<file path="src/sv/rpo_pkg.sv">
// Shared types and constants for the RGB pixel point operations block.
package rpo_pkg;

   // Opcodes of the input beat
   localparam logic [1:0] OP_GRAY   = 2'd0;
   localparam logic [1:0] OP_MONO   = 2'd1;
   localparam logic [1:0] OP_NEGATE = 2'd2;
   localparam logic [1:0] OP_PASS   = 2'd3;

   // Q0.16 luma weights, summing to 65536
   localparam logic [15:0] LUMA_WR = 16'd19595;
   localparam logic [15:0] LUMA_WG = 16'd38470;
   localparam logic [15:0] LUMA_WB = 16'd7471;

   localparam logic [7:0] MAX_COLOUR_RESET = 8'd255;

   typedef struct packed {
      logic [1:0] opcode;
      logic [7:0] red_in;
      logic [7:0] green_in;
      logic [7:0] blue_in;
   } req_type;

   typedef struct packed {
      logic [7:0] red_out;
      logic [7:0] green_out;
      logic [7:0] blue_out;
   } rsp_type;

endpackage

</file>
<file path="src/sv/rgb_pixel_point_ops.sv">
// Top level of the RGB pixel point operations block.
// One pixel is taken on every clock at which start is high; busy is never raised, so
// the block runs at one pixel per clock. Each result appears on rsp_data with
// rsp_strobe high for exactly one cycle, after the pixel has passed into the input
// register and then through the grayscale, monochrome, negative or pass-through
// logic into the result register. The receiver cannot stall, so every result must
// be taken in the cycle its strobe is high. max_colour resets to 255; the user must
// write it by csr_we/csr_wdata only while no pixels are in flight (unenforced).
module rgb_pixel_point_ops (
   input  logic             clock,
   input  logic             reset,
   input  logic             start,
   output logic             busy,
   input  rpo_pkg::req_type req_data,
   output logic             rsp_strobe,
   output rpo_pkg::rsp_type rsp_data,
   input  logic             csr_we,
   input  logic [7:0]       csr_wdata
);
   import rpo_pkg::*;

   logic [7:0] max_ff;
   logic       valid_ff;
   req_type    req_ff;
   logic       strobe_ff;
   rsp_type    rsp_ff;
   rsp_type    rsp_in;

   logic [23:0] luma_acc;
   logic [7:0]  luma;
   logic [9:0]  chan_sum;
   logic [9:0]  half_p1;
   logic [9:0]  mono_thresh;
   logic [7:0]  mono;

   // Never stalls
   assign busy = 1'b0;

   // Configuration register
   always_ff @(posedge clock) begin
      if (reset) begin
         max_ff <= MAX_COLOUR_RESET;
      end else begin
         if (csr_we) begin
            max_ff <= csr_wdata;
         end
      end
   end

   // Input register
   always_ff @(posedge clock) begin
      if (reset) begin
         valid_ff <= 1'b0;
      end else begin
         valid_ff <= start;
      end
      if (start) begin
         req_ff <= req_data;
      end
   end

   // Grayscale: weighted sum, top byte of the Q8.16 result
   assign luma_acc = (24'(LUMA_WR) * 24'(req_ff.red_in))
                   + (24'(LUMA_WG) * 24'(req_ff.green_in))
                   + (24'(LUMA_WB) * 24'(req_ff.blue_in));
   assign luma = luma_acc[23:16];

   // Monochrome: floor(sum/3) > h  <=>  sum >= 3*(h+1)
   assign chan_sum    = 10'(req_ff.red_in) + 10'(req_ff.green_in) + 10'(req_ff.blue_in);
   assign half_p1     = 10'(max_ff[7:1]) + 10'd1;
   assign mono_thresh = (half_p1 << 1) + half_p1;
   assign mono        = (chan_sum >= mono_thresh) ? max_ff : 8'd0;

   // Operation select
   always_comb begin
      case (req_ff.opcode)
         OP_GRAY: begin
            rsp_in = '{red_out: luma, green_out: luma, blue_out: luma};
         end
         OP_MONO: begin
            rsp_in = '{red_out: mono, green_out: mono, blue_out: mono};
         end
         OP_NEGATE: begin
            rsp_in = '{red_out:   max_ff - req_ff.red_in,
                       green_out: max_ff - req_ff.green_in,
                       blue_out:  max_ff - req_ff.blue_in};
         end
         default: begin
            // unused opcode passes the pixel through
            rsp_in = '{red_out:   req_ff.red_in,
                       green_out: req_ff.green_in,
                       blue_out:  req_ff.blue_in};
         end
      endcase
   end

   // Result register
   always_ff @(posedge clock) begin
      if (reset) begin
         strobe_ff <= 1'b0;
      end else begin
         strobe_ff <= valid_ff;
      end
      if (valid_ff) begin
         rsp_ff <= rsp_in;
      end
   end

   assign rsp_strobe = strobe_ff;
   assign rsp_data   = rsp_ff;

endmodule

</file>
<file path="config.mk">
export PLATFORM = sky130hd
export DESIGN_NAME = rgb_pixel_point_ops
export DESIGN_NICKNAME = d
export VERILOG_FILES = /design/src/sv/rpo_pkg.sv /design/src/sv/rgb_pixel_point_ops.sv
export SDC_FILE = /design/constraint.sdc
export NUM_CORES = 1
export LEC_CHECK = 0
export BUFFER_PORTS_ARGS = -buffer_cell sky130_fd_sc_hd__buf_2
export CAP_MARGIN = 20
export CORE_ASPECT_RATIO = 1.5
export CORE_MARGIN = 3
export CORE_UTILIZATION = 47
export CTS_CLUSTER_DIAMETER = 100
export DETAILED_ROUTE_END_ITERATION = 10
export GPL_ROUTABILITY_DRIVEN = 0
export PLACE_DENSITY = 0.74
export SKIP_CTS_REPAIR_TIMING = 1
export SLEW_MARGIN = 40
export SYNTH_ARGS = -nofsm -noshare
export SYNTH_HDL_FRONTEND = slang
export SYNTH_SLANG_ARGS = --single-unit
</file>
<file path="constraint.sdc">
create_clock -name clock -period 10.2 [get_ports clock]
set_input_delay 2.55 -clock clock [delete_from_list [all_inputs] [get_ports clock]]
set_output_delay 2.55 -clock clock [all_outputs]
set_load 0.005 [all_outputs]
</file>
-- Yosys cells after proc, flatten, opt, wreduce, memory -nomap -nowiden
Cells that the tools add are included.
- register bits after elaboration: 60
- bits of input ports: 38
- output and inout bits: 26
- logic and storage cells: 28
- add/subtract/negate cells: 9
- $mul: 3
- order comparisons: 1
- eq/ne operators: 2
- mux-type cells: 2
- reductions and logical operators: 1
- operator list (cell ; number):
    $pmux W24 S3 ; 1
    $mul A15 B8 Y23 const A ; 2
    $add A23 B24 Y24 ; 1
    $add A24 B21 Y24 ; 1
    $sub A8 B8 Y8 ; 3
    $mul A13 B8 Y21 const A ; 1
    $add A9 B8 Y10 ; 2
    $ge A10 B10 Y1 ; 1
    $add A8 B8 Y9 ; 1
    $add A7 B1 Y8 const B ; 1
    $mux W8 ; 1
    $eq A2 B1 Y1 const B ; 1
    $eq A2 B2 Y1 const B ; 1
    $logic_not A2 Y1 ; 1

-- Longest topological paths before layout
Gate-level depths: netlist (run 1).
- depth in word-level cells: 5
- mapped depth: 29
- mapped depth without buffers: 29

-- Worst setup path before layout (run 1)
OpenSTA, ideal clock, no wires.
- path kind: register to register
- start point: register req_ff[14] (netlist name)
- end point: register rsp_ff (netlist bit rsp_data[15]), data pin
- library setup time: 0.267 ns
- arrival: 6.835 ns
- data required time: 9.933 ns
- path slack: 3.098 ns
- cell stages (with the launch flop): 29
- buffers on the path: 0
- clock period less this slack: 7.102 ns
- path through: edfxtp_1 > ha_1 > inv_1 > fa_1 > fa_1 > inv_1 > ha_1 > and3b_1 > o21a_1 > o21ai_0 > nand2b_1 > nand2_1 > nand2_1 > xor2_1 > fa_1 > fa_1 > inv_1 > fa_1 > fa_1 > inv_1 > ha_1 > nand3_1 > o221ai_1 > a211oi_2 > a21oi_1 > a2111o_1 > xor2_1 > nand2_1 > o211ai_1
- RTL lines (element ; line ; text):
    start: declaration ; rgb_pixel_point_ops.sv:24 ; req_type req_ff;
    start signal: assignment ; rgb_pixel_point_ops.sv:58 ; req_ff <= req_data;
    end signal: assignment ; rgb_pixel_point_ops.sv:105 ; rsp_ff <= rsp_in;
    end: declaration ; rgb_pixel_point_ops.sv:26 ; rsp_type rsp_ff;

==> results.py, run 1 <==
metrics = {
    "cells_and_area": {
        "num-fill-cells": 1883,
        "final_cell_area_um2": 11100,
        "diodes": 0,
        "layout-area-overhead-vs-synth_pct": 9.32,
        "final_cell_mix": "246 x inv_1, 202 x ha_1, 131 x fa_1",
        "drive_gt1_share_pct": 8.90,
        "finalNetCount": 1467,
        "layout_commonest_cell": "inv_1",
    },
    "clock_tree": {
        "numCtsBuffers": 9,
        "h-tree-depth": 3,
        "cts_root_buf": "clkbuf_16",
        "cts_tree": "yes",
        "clk_path_buf_depth": 2,
        "clock_latency_ns": 0.35,
        "cts_num_sinks": 60,
        "clkTransAtPathRegs_ns": 0.05,
    },
    "grt": {
        "grt_max_degree": 28,
        "first_global_vias": 8328,
        "overflow": 0,
        "grt_pass1_wl_um": 43200,
        "antenna_found_initial": 0,
        "grt.total_usage_pct": 23.6,
    },
    "timing": {
        "setup_viol": 0,
        "slew_violations": 0,
        "slew-limit-headroom_pct": 44.8,
        "worst_pin_slew_ns": 0.825,
        "fin_crit_sh_pct": 75.6,
        "rsz0062_at_grt": "no",
        "fin_crit_ns": 7.72,
        "clock_skew_ns": 0.0204,
        "fmax_ghz": 0.130,
        "fin_hold_ws_ns": 0.638,
        "fin_setup_tns_ns": 0,
        "hold_violations": 0,
    },
    "synthesis": {
        "synth_area_leaders": "fa_1 26%, ha_1 25%, edfxtp_1 15%",
        "syn_area_per_cell_um2": 9.92,
        "ys_ff_latch": 60,
        "synth_area_um2": 10200,
        "yosys.area.top_type": "fa_1",
        "synth_top_area_share_pct": 25.7,
        "synth_edf_count": 50,
        "yosysWarnings": 0,
        "synth_ff_type": "edfxtp_1",
        "seq_area_frac_synth_pct": 16.7,
        "synth.distinct_cells": 59,
        "async_reset_ff_share_pct": 0,
        "syn_inst": 1028,
        "synth_nets": 1399,
    },
    "run": {
        "max_cap_viol_count": 0,
    },
    "drt": {
        "dr.pass1.iters": 5,
        "route.vias.total": 7613,
        "drt-total-wl_um": 26600,
        "first_iter_violations": 429,
        "antenna_left": 0,
        "wl_per_cell_um": 19.4,
        "via_per_inst": 5.56,
        "drcViolationCount": 0,
    },
    "worst_setup_path": {
        "required_ns": 10.26,
        "critPathCaptureType": "flop",
        "slowest_delay_ns": 0.57,
        "crit_start": "req_ff[14]",
        "slowest_stage": "edfxtp_1",
        "reg2reg_from": "req_ff[14]",
        "worst_setup_path_start_kind": "flop",
        "cpMostUsedCell": "fa_1",
        "crit_type": "flop to flop",
        "worst-path-max-fanout": 9,
        "arrival_ns": 7.78,
    },
    "hold_path": {
        "min-delay-start": "max_ff[7]",
        "hold_path.class": "flop to flop",
    },
    "floorplan": {
        "die_w_um": 126,
        "rows": 65,
        "die_area_um2": 23500,
        "start_util_pct": 48.2,
        "fp.coreArea_um2": 21100,
        "die_h_um": 186,
        "top_level_ports": 64,
    },
    "run_status": {
        "status": "complete, no violations",
    },
    "placement": {
        "port_buffers": 62,
        "dpl.hpwl_um": 22100,
        "place_area_um2": 10800,
    },
}
[cells in the mapped netlist, drive strengths merged (5+ instances only)]
cell type and n:
dfxtp 10, nor2b 14, a31oi 7, xor2 14, xnor2 36, o21a 6
a21oi 46, inv 246, clkbuf 7, o211ai 7, nand3 23, fa 131
or2 7, a21o 12, o21ai 33, ha 202, nor3 7, or3 7
mux2i 10, o21bai 5, nand2 46, nand2b 5, edfxtp 50, nand4 8
a211oi 8, nor2 32
[metrics by stage]
step | instances | worst slack, ns | utilization [%]
6_report | 1369 | 2.48 | 52.7
5_1_grt | 1369 | 2.03 | 52.7
4_1_cts | 1369 | 2.52 | 52.7
3_5_place_dp | 1353 | 2.55 | 51.2
3_3_place_gp | 1353 | 2.68 | 51.2
2_1_floorplan | 1028 | 3.10 | -
[metal layers]
layer / share of wire (%) / GRT usage (%)
met2: 53 / 42.5
met5: 0 / 0
met4: 8.4 / 16.6
met1: 35 / 25.4
met3: 4.1 / 2.61
[worst max-delay path, delay by kind of cell (launching register included)]
family	cells	cell delay, ns
simple gates	6	0.71
compound gates	7	1.56
fa+ha+maj	9	4.07
buf+inv	4	0.21
flops	1	0.57
xor+xnor	2	0.31
[flip-flops by register name, summed over array words and instances, names as in the netlist]
| register | flops |
|---|---|
| req_ff | 26 |
| rsp_strobe | 1 |
| rsp_data | 24 |
| max_ff | 8 |
| valid_ff | 1 |
[final cells by class]
type	count	area, µm²	area share [%]
sequential	60	1700	15.3
inverter	246	923	8.28
multi-input combinational	714	7540	67.6
clock buffer	9	225	2.02
timing repair buffer	65	333	2.99
tap	268	335	3.01
clock inverter	7	90.1	0.808
[path summary, 6_finish.rpt]
check / to / slack (ns) / depth (start not counted)
hold reg to reg: max_ff[7] / 0.64 / 2
setup / recovery: rsp_data[7] / 2.48 / 28
setup reg to reg: rsp_data[7] / 2.48 / 28
hold / removal: max_ff[7] / 0.64 / 2
[cells by family after synthesis]
logic type | count (synthesis) | share of synthesized area (%)
DFF | 60 | 16.7
and+or+nand+nor | 167 | 8.17
other | 1 | 0.0368
xor gates and xnor gates | 50 | 4.29
AOI/OAI and AO/OA | 152 | 9.84
buffers and inverters | 254 | 9.39
adders and majority gates | 333 | 50.5
muxes | 11 | 1.09
Power of run 1 is not shown: default switching activity piles up to over one toggle a cycle in this logic, so the estimate is an artifact.
==> inputs of run 2 (changes only) <==
--- a/config.mk
+++ b/config.mk
@@ -5,6 +5,7 @@
 export SDC_FILE = /design/constraint.sdc
 export NUM_CORES = 1
 export LEC_CHECK = 0
+export ABC_AREA = 1
 export BUFFER_PORTS_ARGS = -buffer_cell sky130_fd_sc_hd__buf_2
 export CAP_MARGIN = 20
 export CORE_ASPECT_RATIO = 1.5
==> constraint.sdc (replaced) <==
create_clock -name clock -period 7.5 [get_ports clock]
set_input_delay 1.875 -clock clock [delete_from_list [all_inputs] [get_ports clock]]
set_output_delay 1.875 -clock clock [all_outputs]
set_load 0.005 [all_outputs]
==> run 2 against run 1 <==
Compared with the run above: area after synthesis is 9.0% higher; critical endpoint is now rsp_data[15]; clock skew is 0.013 ns lower; sequential cell count stayed put; die area is 8.6% higher.
==> results.py, run 2 <==
metrics = {
    "run_status": {
        "status": "complete, no violations",
    },
    "drt": {
        "via_per_inst": 5.40,
        "first_iter_violations": 548,
        "drcViolationCount": 0,
        "drt-total-wl_um": 31400,
        "antenna_left": 0,
        "wl_per_cell_um": 18.2,
        "dr.pass1.iters": 6,
        "route.vias.total": 9306,
    },
    "cells_and_area": {
        "final_util_pct": 52.4,
        "largest_reg_flops": 26,
        "final_cell_mix": "332 x inv_1, 210 x nand2_1, 202 x ha_1",
        "drive_gt1_share_pct": 7.45,
        "finalNetCount": 1776,
        "diodes": 0,
        "layout-area-overhead-vs-synth_pct": 9.15,
        "top_register": "req_ff",
        "layout_commonest_cell": "inv_1",
    },
    "synthesis": {
        "yosysMostFrequentCell": "inv_1",
        "synth_ff_type": "edfxtp_1",
        "synth_area_leaders": "fa_1 24%, ha_1 23%, edfxtp_1 14%",
        "synth.distinct_cells": 37,
        "synth_area_um2": 11100,
        "syn_inst": 1331,
        "ys_ff_latch": 60,
        "yosysWarnings": 0,
        "syn_area_per_cell_um2": 8.35,
        "async_reset_ff_share_pct": 0,
        "yosys.area.top_type": "fa_1",
        "synth_nets": 1702,
        "ys_top_cells_by_count": "332 x inv_1, 210 x nand2_1, 202 x ha_1, 131 x fa_1, 92 x nor2_1",
        "seq_area_frac_synth_pct": 15.3,
        "synth_edf_count": 50,
        "synth_top_area_share_pct": 23.6,
    },
    "clock_tree": {
        "clkTransAtPathRegs_ns": 0.05,
        "clock_latency_ns": 0.34,
        "cts_num_sinks": 60,
        "cts_root_buf": "clkbuf_16",
        "clk_path_buf_depth": 2,
        "numCtsBuffers": 9,
        "h-tree-depth": 3,
        "cts_tree": "yes",
    },
    "timing": {
        "worst_pin_slew_ns": 0.820,
        "slew_violations": 0,
        "fin_crit_ns": 7.07,
        "fin_setup_tns_ns": 0,
        "rsz0062_at_grt": "no",
        "clock_skew_ns": 0.00706,
        "fmax_ghz": 0.141,
        "hold_violations": 0,
        "fin_crit_sh_pct": 94.3,
        "slew-limit-headroom_pct": 45.3,
        "setup_viol": 0,
    },
    "floorplan": {
        "die_h_um": 194,
        "rows": 68,
        "start_util_pct": 48.0,
        "top_level_ports": 64,
        "fp.coreArea_um2": 23100,
        "die_w_um": 132,
        "die_area_um2": 25600,
    },
    "grt": {
        "grt_max_degree": 28,
        "grt.total_usage_pct": 25.0,
        "first_global_vias": 9667,
        "antenna_found_initial": 0,
        "overflow": 0,
        "grt_pass1_wl_um": 50100,
    },
    "worst_setup_path": {
        "required_ns": 7.59,
        "slowest_delay_ns": 0.57,
        "worst-path-max-fanout": 8,
        "crit_type": "flop to flop",
        "arrival_ns": 7.16,
        "cpMostUsedCell": "fa_1",
        "worst_setup_path_start_kind": "flop",
        "critPathCaptureType": "flop",
        "slowest_stage": "edfxtp_1",
    },
    "hold_path": {
        "hold_path.class": "flop to flop",
    },
    "placement": {
        "port_buffers": 62,
        "dpl.hpwl_um": 26600,
    },
    "run": {
        "max_cap_viol_count": 0,
    },
}
[run 2: worst max-delay path: cells and delay by family, from the launching register on]
family | cells | cell delay, ns
adders and majority gates | 9 | 3.98
and+or+nand+nor | 13 | 1.37
AOI/OAI and AO/OA | 3 | 0.45
xor gates and xnor gates | 1 | 0.21
DFF | 1 | 0.57
buffers and inverters | 5 | 0.26
[run 2: kinds of logic after synthesis]
kind of cell / count (synthesis) / share of synthesized area, %
AND/OR/NAND/NOR: 425 / 16.6
buffers and inverters: 340 / 11.5
adder cells (fa/ha/maj): 333 / 46.3
AO/OA/AOI/OAI: 131 / 6.90
flip-flops: 60 / 15.3
XOR/XNOR: 41 / 3.30
other: 1 / 0.0337
[run 2: path summary, 6_finish.rpt]
check                                start           end  slack (ns)  depth (start not counted)
worst min-delay path             max_ff[0]     max_ff[0]        0.59                          2
worst max-delay path            req_ff[12]  rsp_data[15]        0.43                         31
worst max register to register  req_ff[12]  rsp_data[15]        0.43                         31
worst min register to register   max_ff[0]     max_ff[0]        0.59                          2
[run 2: routing by layer]
metal,global-route usage [%],routed length [µm],up-vias
met5,0,0,-
met4,21.6,3260,0
met3,2.95,1380,149
met2,44.5,15900,354
li1,-,-,4352
met1,25.9,10900,4451
[run 2: per-stage QoR]
stage / instance area, µm² / setup WS, ns / hold slack, ns / cells
floorplan: 11100 / 0.975 / 0.523 / 1331
global placement: 11800 / 0.706 / 0.591 / 1709
detailed placement: 11800 / 0.517 / 0.586 / 1709
CTS: 12100 / 0.505 / 0.589 / 1724
global route: 12100 / 0.0149 / 0.611 / 1724
finish: 12100 / 0.426 / 0.594 / 1724
[run 2: final cells by class]
cell class	instances	area, µm²
inverter	333	1250
multi-input combinational	931	8130
tap	315	394
clock buffer	10	229
clock inverter	5	53.8
sequential	60	1700
fill	2142	11000
timing repair buffer	70	370
Power of run 2 is left out for the same reason.
==> inputs of run 3 (changes only) <==
--- a/config.mk
+++ b/config.mk
@@ -8,13 +8,15 @@
 export ABC_AREA = 1
 export BUFFER_PORTS_ARGS = -buffer_cell sky130_fd_sc_hd__buf_2
 export CAP_MARGIN = 20
+export CELL_PAD_IN_SITES_DETAIL_PLACEMENT = 1
+export CELL_PAD_IN_SITES_GLOBAL_PLACEMENT = 1
 export CORE_ASPECT_RATIO = 1.5
 export CORE_MARGIN = 3
 export CORE_UTILIZATION = 47
 export CTS_CLUSTER_DIAMETER = 100
 export DETAILED_ROUTE_END_ITERATION = 10
 export GPL_ROUTABILITY_DRIVEN = 0
-export PLACE_DENSITY = 0.74
+export PLACE_DENSITY = 0.91
 export SKIP_CTS_REPAIR_TIMING = 1
 export SLEW_MARGIN = 40
 export SYNTH_ARGS = -nofsm -noshare
==> run 3 against run 2 <==
Compared with the run above: cell area grew 0.52%; setup slack worse by 0.11 ns; first-iteration DRC count rose by 3.3%; sequential share of layout area fell by 0.072 points; sequential cell count did not move; die area unchanged; count of clock-buffer cells in the layout rose by 2; routed wire length is 31% higher; register-to-register slack lost 0.11 ns; hold slack better by 0.038 ns; clock skew rose by 0.00066 ns; critical path depth grew 1.
==> results.py, run 3 (synthesis gave the netlist of run 2 again) <==
metrics = {
    "drt": {
        "drt-total-wl_um": 41000,
        "dr.pass1.iters": 6,
        "via_per_inst": 5.72,
        "route.vias.total": 9893,
        "antenna_left": 0,
        "first_iter_violations": 566,
        "wl_per_cell_um": 23.7,
        "drcViolationCount": 0,
    },
    "grt": {
        "grt.total_usage_pct": 32.6,
        "antenna_found_initial": 0,
        "grt_pass1_wl_um": 64000,
        "first_global_vias": 11600,
        "overflow": 0,
        "grt_max_degree": 28,
    },
    "timing": {
        "fin_crit_sh_pct": 95.8,
        "fmax_ghz": 0.139,
        "slew_violations": 0,
        "setup_viol": 0,
        "rsz0062_at_grt": "no",
        "worst_pin_slew_ns": 0.881,
        "hold_violations": 0,
        "clock_skew_ns": 0.00773,
        "fin_setup_tns_ns": 0,
        "slew-limit-headroom_pct": 41.3,
        "fin_crit_ns": 7.18,
    },
    "worst_setup_path": {
        "slowest_delay_ns": 0.56,
        "path_buf_inv": 7,
        "required_ns": 7.57,
        "cpMostUsedCell": "nand2_1",
        "critPathCaptureType": "flop",
        "crit_family": "adder cells",
        "arrival_ns": 7.26,
        "worst_setup_path_start_kind": "flop",
        "worst-path-max-fanout": 8,
        "crit_type": "flop to flop",
        "slowest_stage": "fa_1",
    },
    "floorplan": {
        "start_util_pct": 48.0,
        "die_area_um2": 25600,
        "die_w_um": 132,
        "die_h_um": 194,
        "rows": 68,
        "top_level_ports": 64,
        "fp.coreArea_um2": 23100,
    },
    "placement": {
        "port_buffers": 62,
        "place_area_um2": 11900,
        "place_inst": 1711,
        "dpl.hpwl_um": 34400,
    },
    "cells_and_area": {
        "finalNetCount": 1781,
        "layout-area-overhead-vs-synth_pct": 9.72,
        "diodes": 0,
        "layout_commonest_cell": "inv_1",
        "largest_reg_flops": 26,
        "fin_cells": 1730,
        "top_register": "req_ff",
        "final_util_pct": 52.7,
        "final_cell_mix": "332 x inv_1, 209 x nand2_1, 201 x ha_1",
        "num-fill-cells": 2878,
        "drive_gt1_share_pct": 8.06,
        "final_cell_area_um2": 12200,
    },
    "clock_tree": {
        "clk_path_buf_depth": 2,
        "cts_num_sinks": 60,
        "h-tree-depth": 3,
        "numCtsBuffers": 9,
        "clock_latency_ns": 0.34,
        "cts_root_buf": "clkbuf_16",
        "cts_tree": "yes",
        "clkTransAtPathRegs_ns": 0.06,
    },
    "hold_path": {
        "hold_path.class": "flop to flop",
    },
    "run_status": {
        "status": "complete, no violations",
    },
    "run": {
        "max_cap_viol_count": 0,
    },
}
run 3: changes by cell type in the layout (fill, tap and decap cells not counted), sizes merged:
cell / before / now
clkinv: 4 / 3
clkbuf: 10 / 12
clkinvlp: 0 / 1
bufinv: 1 / 0
buf: 70 / 75
run 3: layout make-up:
cell class              count  area, µm²  share of cell area [%]
clock buffers              12        236                    1.94
multi-input cells         931       8170                    67.0
well taps                 315        394                    3.23
repair buffers             75        415                    3.41
flip-flops and latches     60       1700                    14.0
inverters                 333       1250                    10.3
clock inverters             4       26.3                   0.215
run 3: worst min-delay path, delay by kind of cell, from the launching register on:
family | cells | cell delay [ns]
compound gates | 1 | 0.11
flops | 1 | 0.32
buf+inv | 1 | 0.14
run 3: metrics by stage:
stage                     hold slack (ns)  worst slack (ns)
final                               0.632             0.318
after global routing                0.686            0.0173
after CTS                           0.645             0.168
after detailed placement            0.627             0.203
after global placement              0.584             0.680
after floorplan                     0.523             0.975
run 3: path summary, 6_finish.rpt:
kind,from,cells past startpoint,slack [ns],end
worst max-delay path,req_ff[14],32,0.32,rsp_data[2]
worst min-delay path,max_ff[0],2,0.63,max_ff[0]
worst max register to register,req_ff[14],32,0.32,rsp_data[2]
worst min register to register,max_ff[0],2,0.63,max_ff[0]
run 3: layer usage:
metal	part of all wire [%]	global-route usage [%]	vias to the layer above	routed length, µm
li1	-	-	4357	-
met1	32	30.9	4872	13000
met2	51	58.6	414	21100
met3	5.4	5.80	250	2200
met4	11	30.4	0	4690
met5	0	0	-	0
Power of run 3 is left out for the same reason.
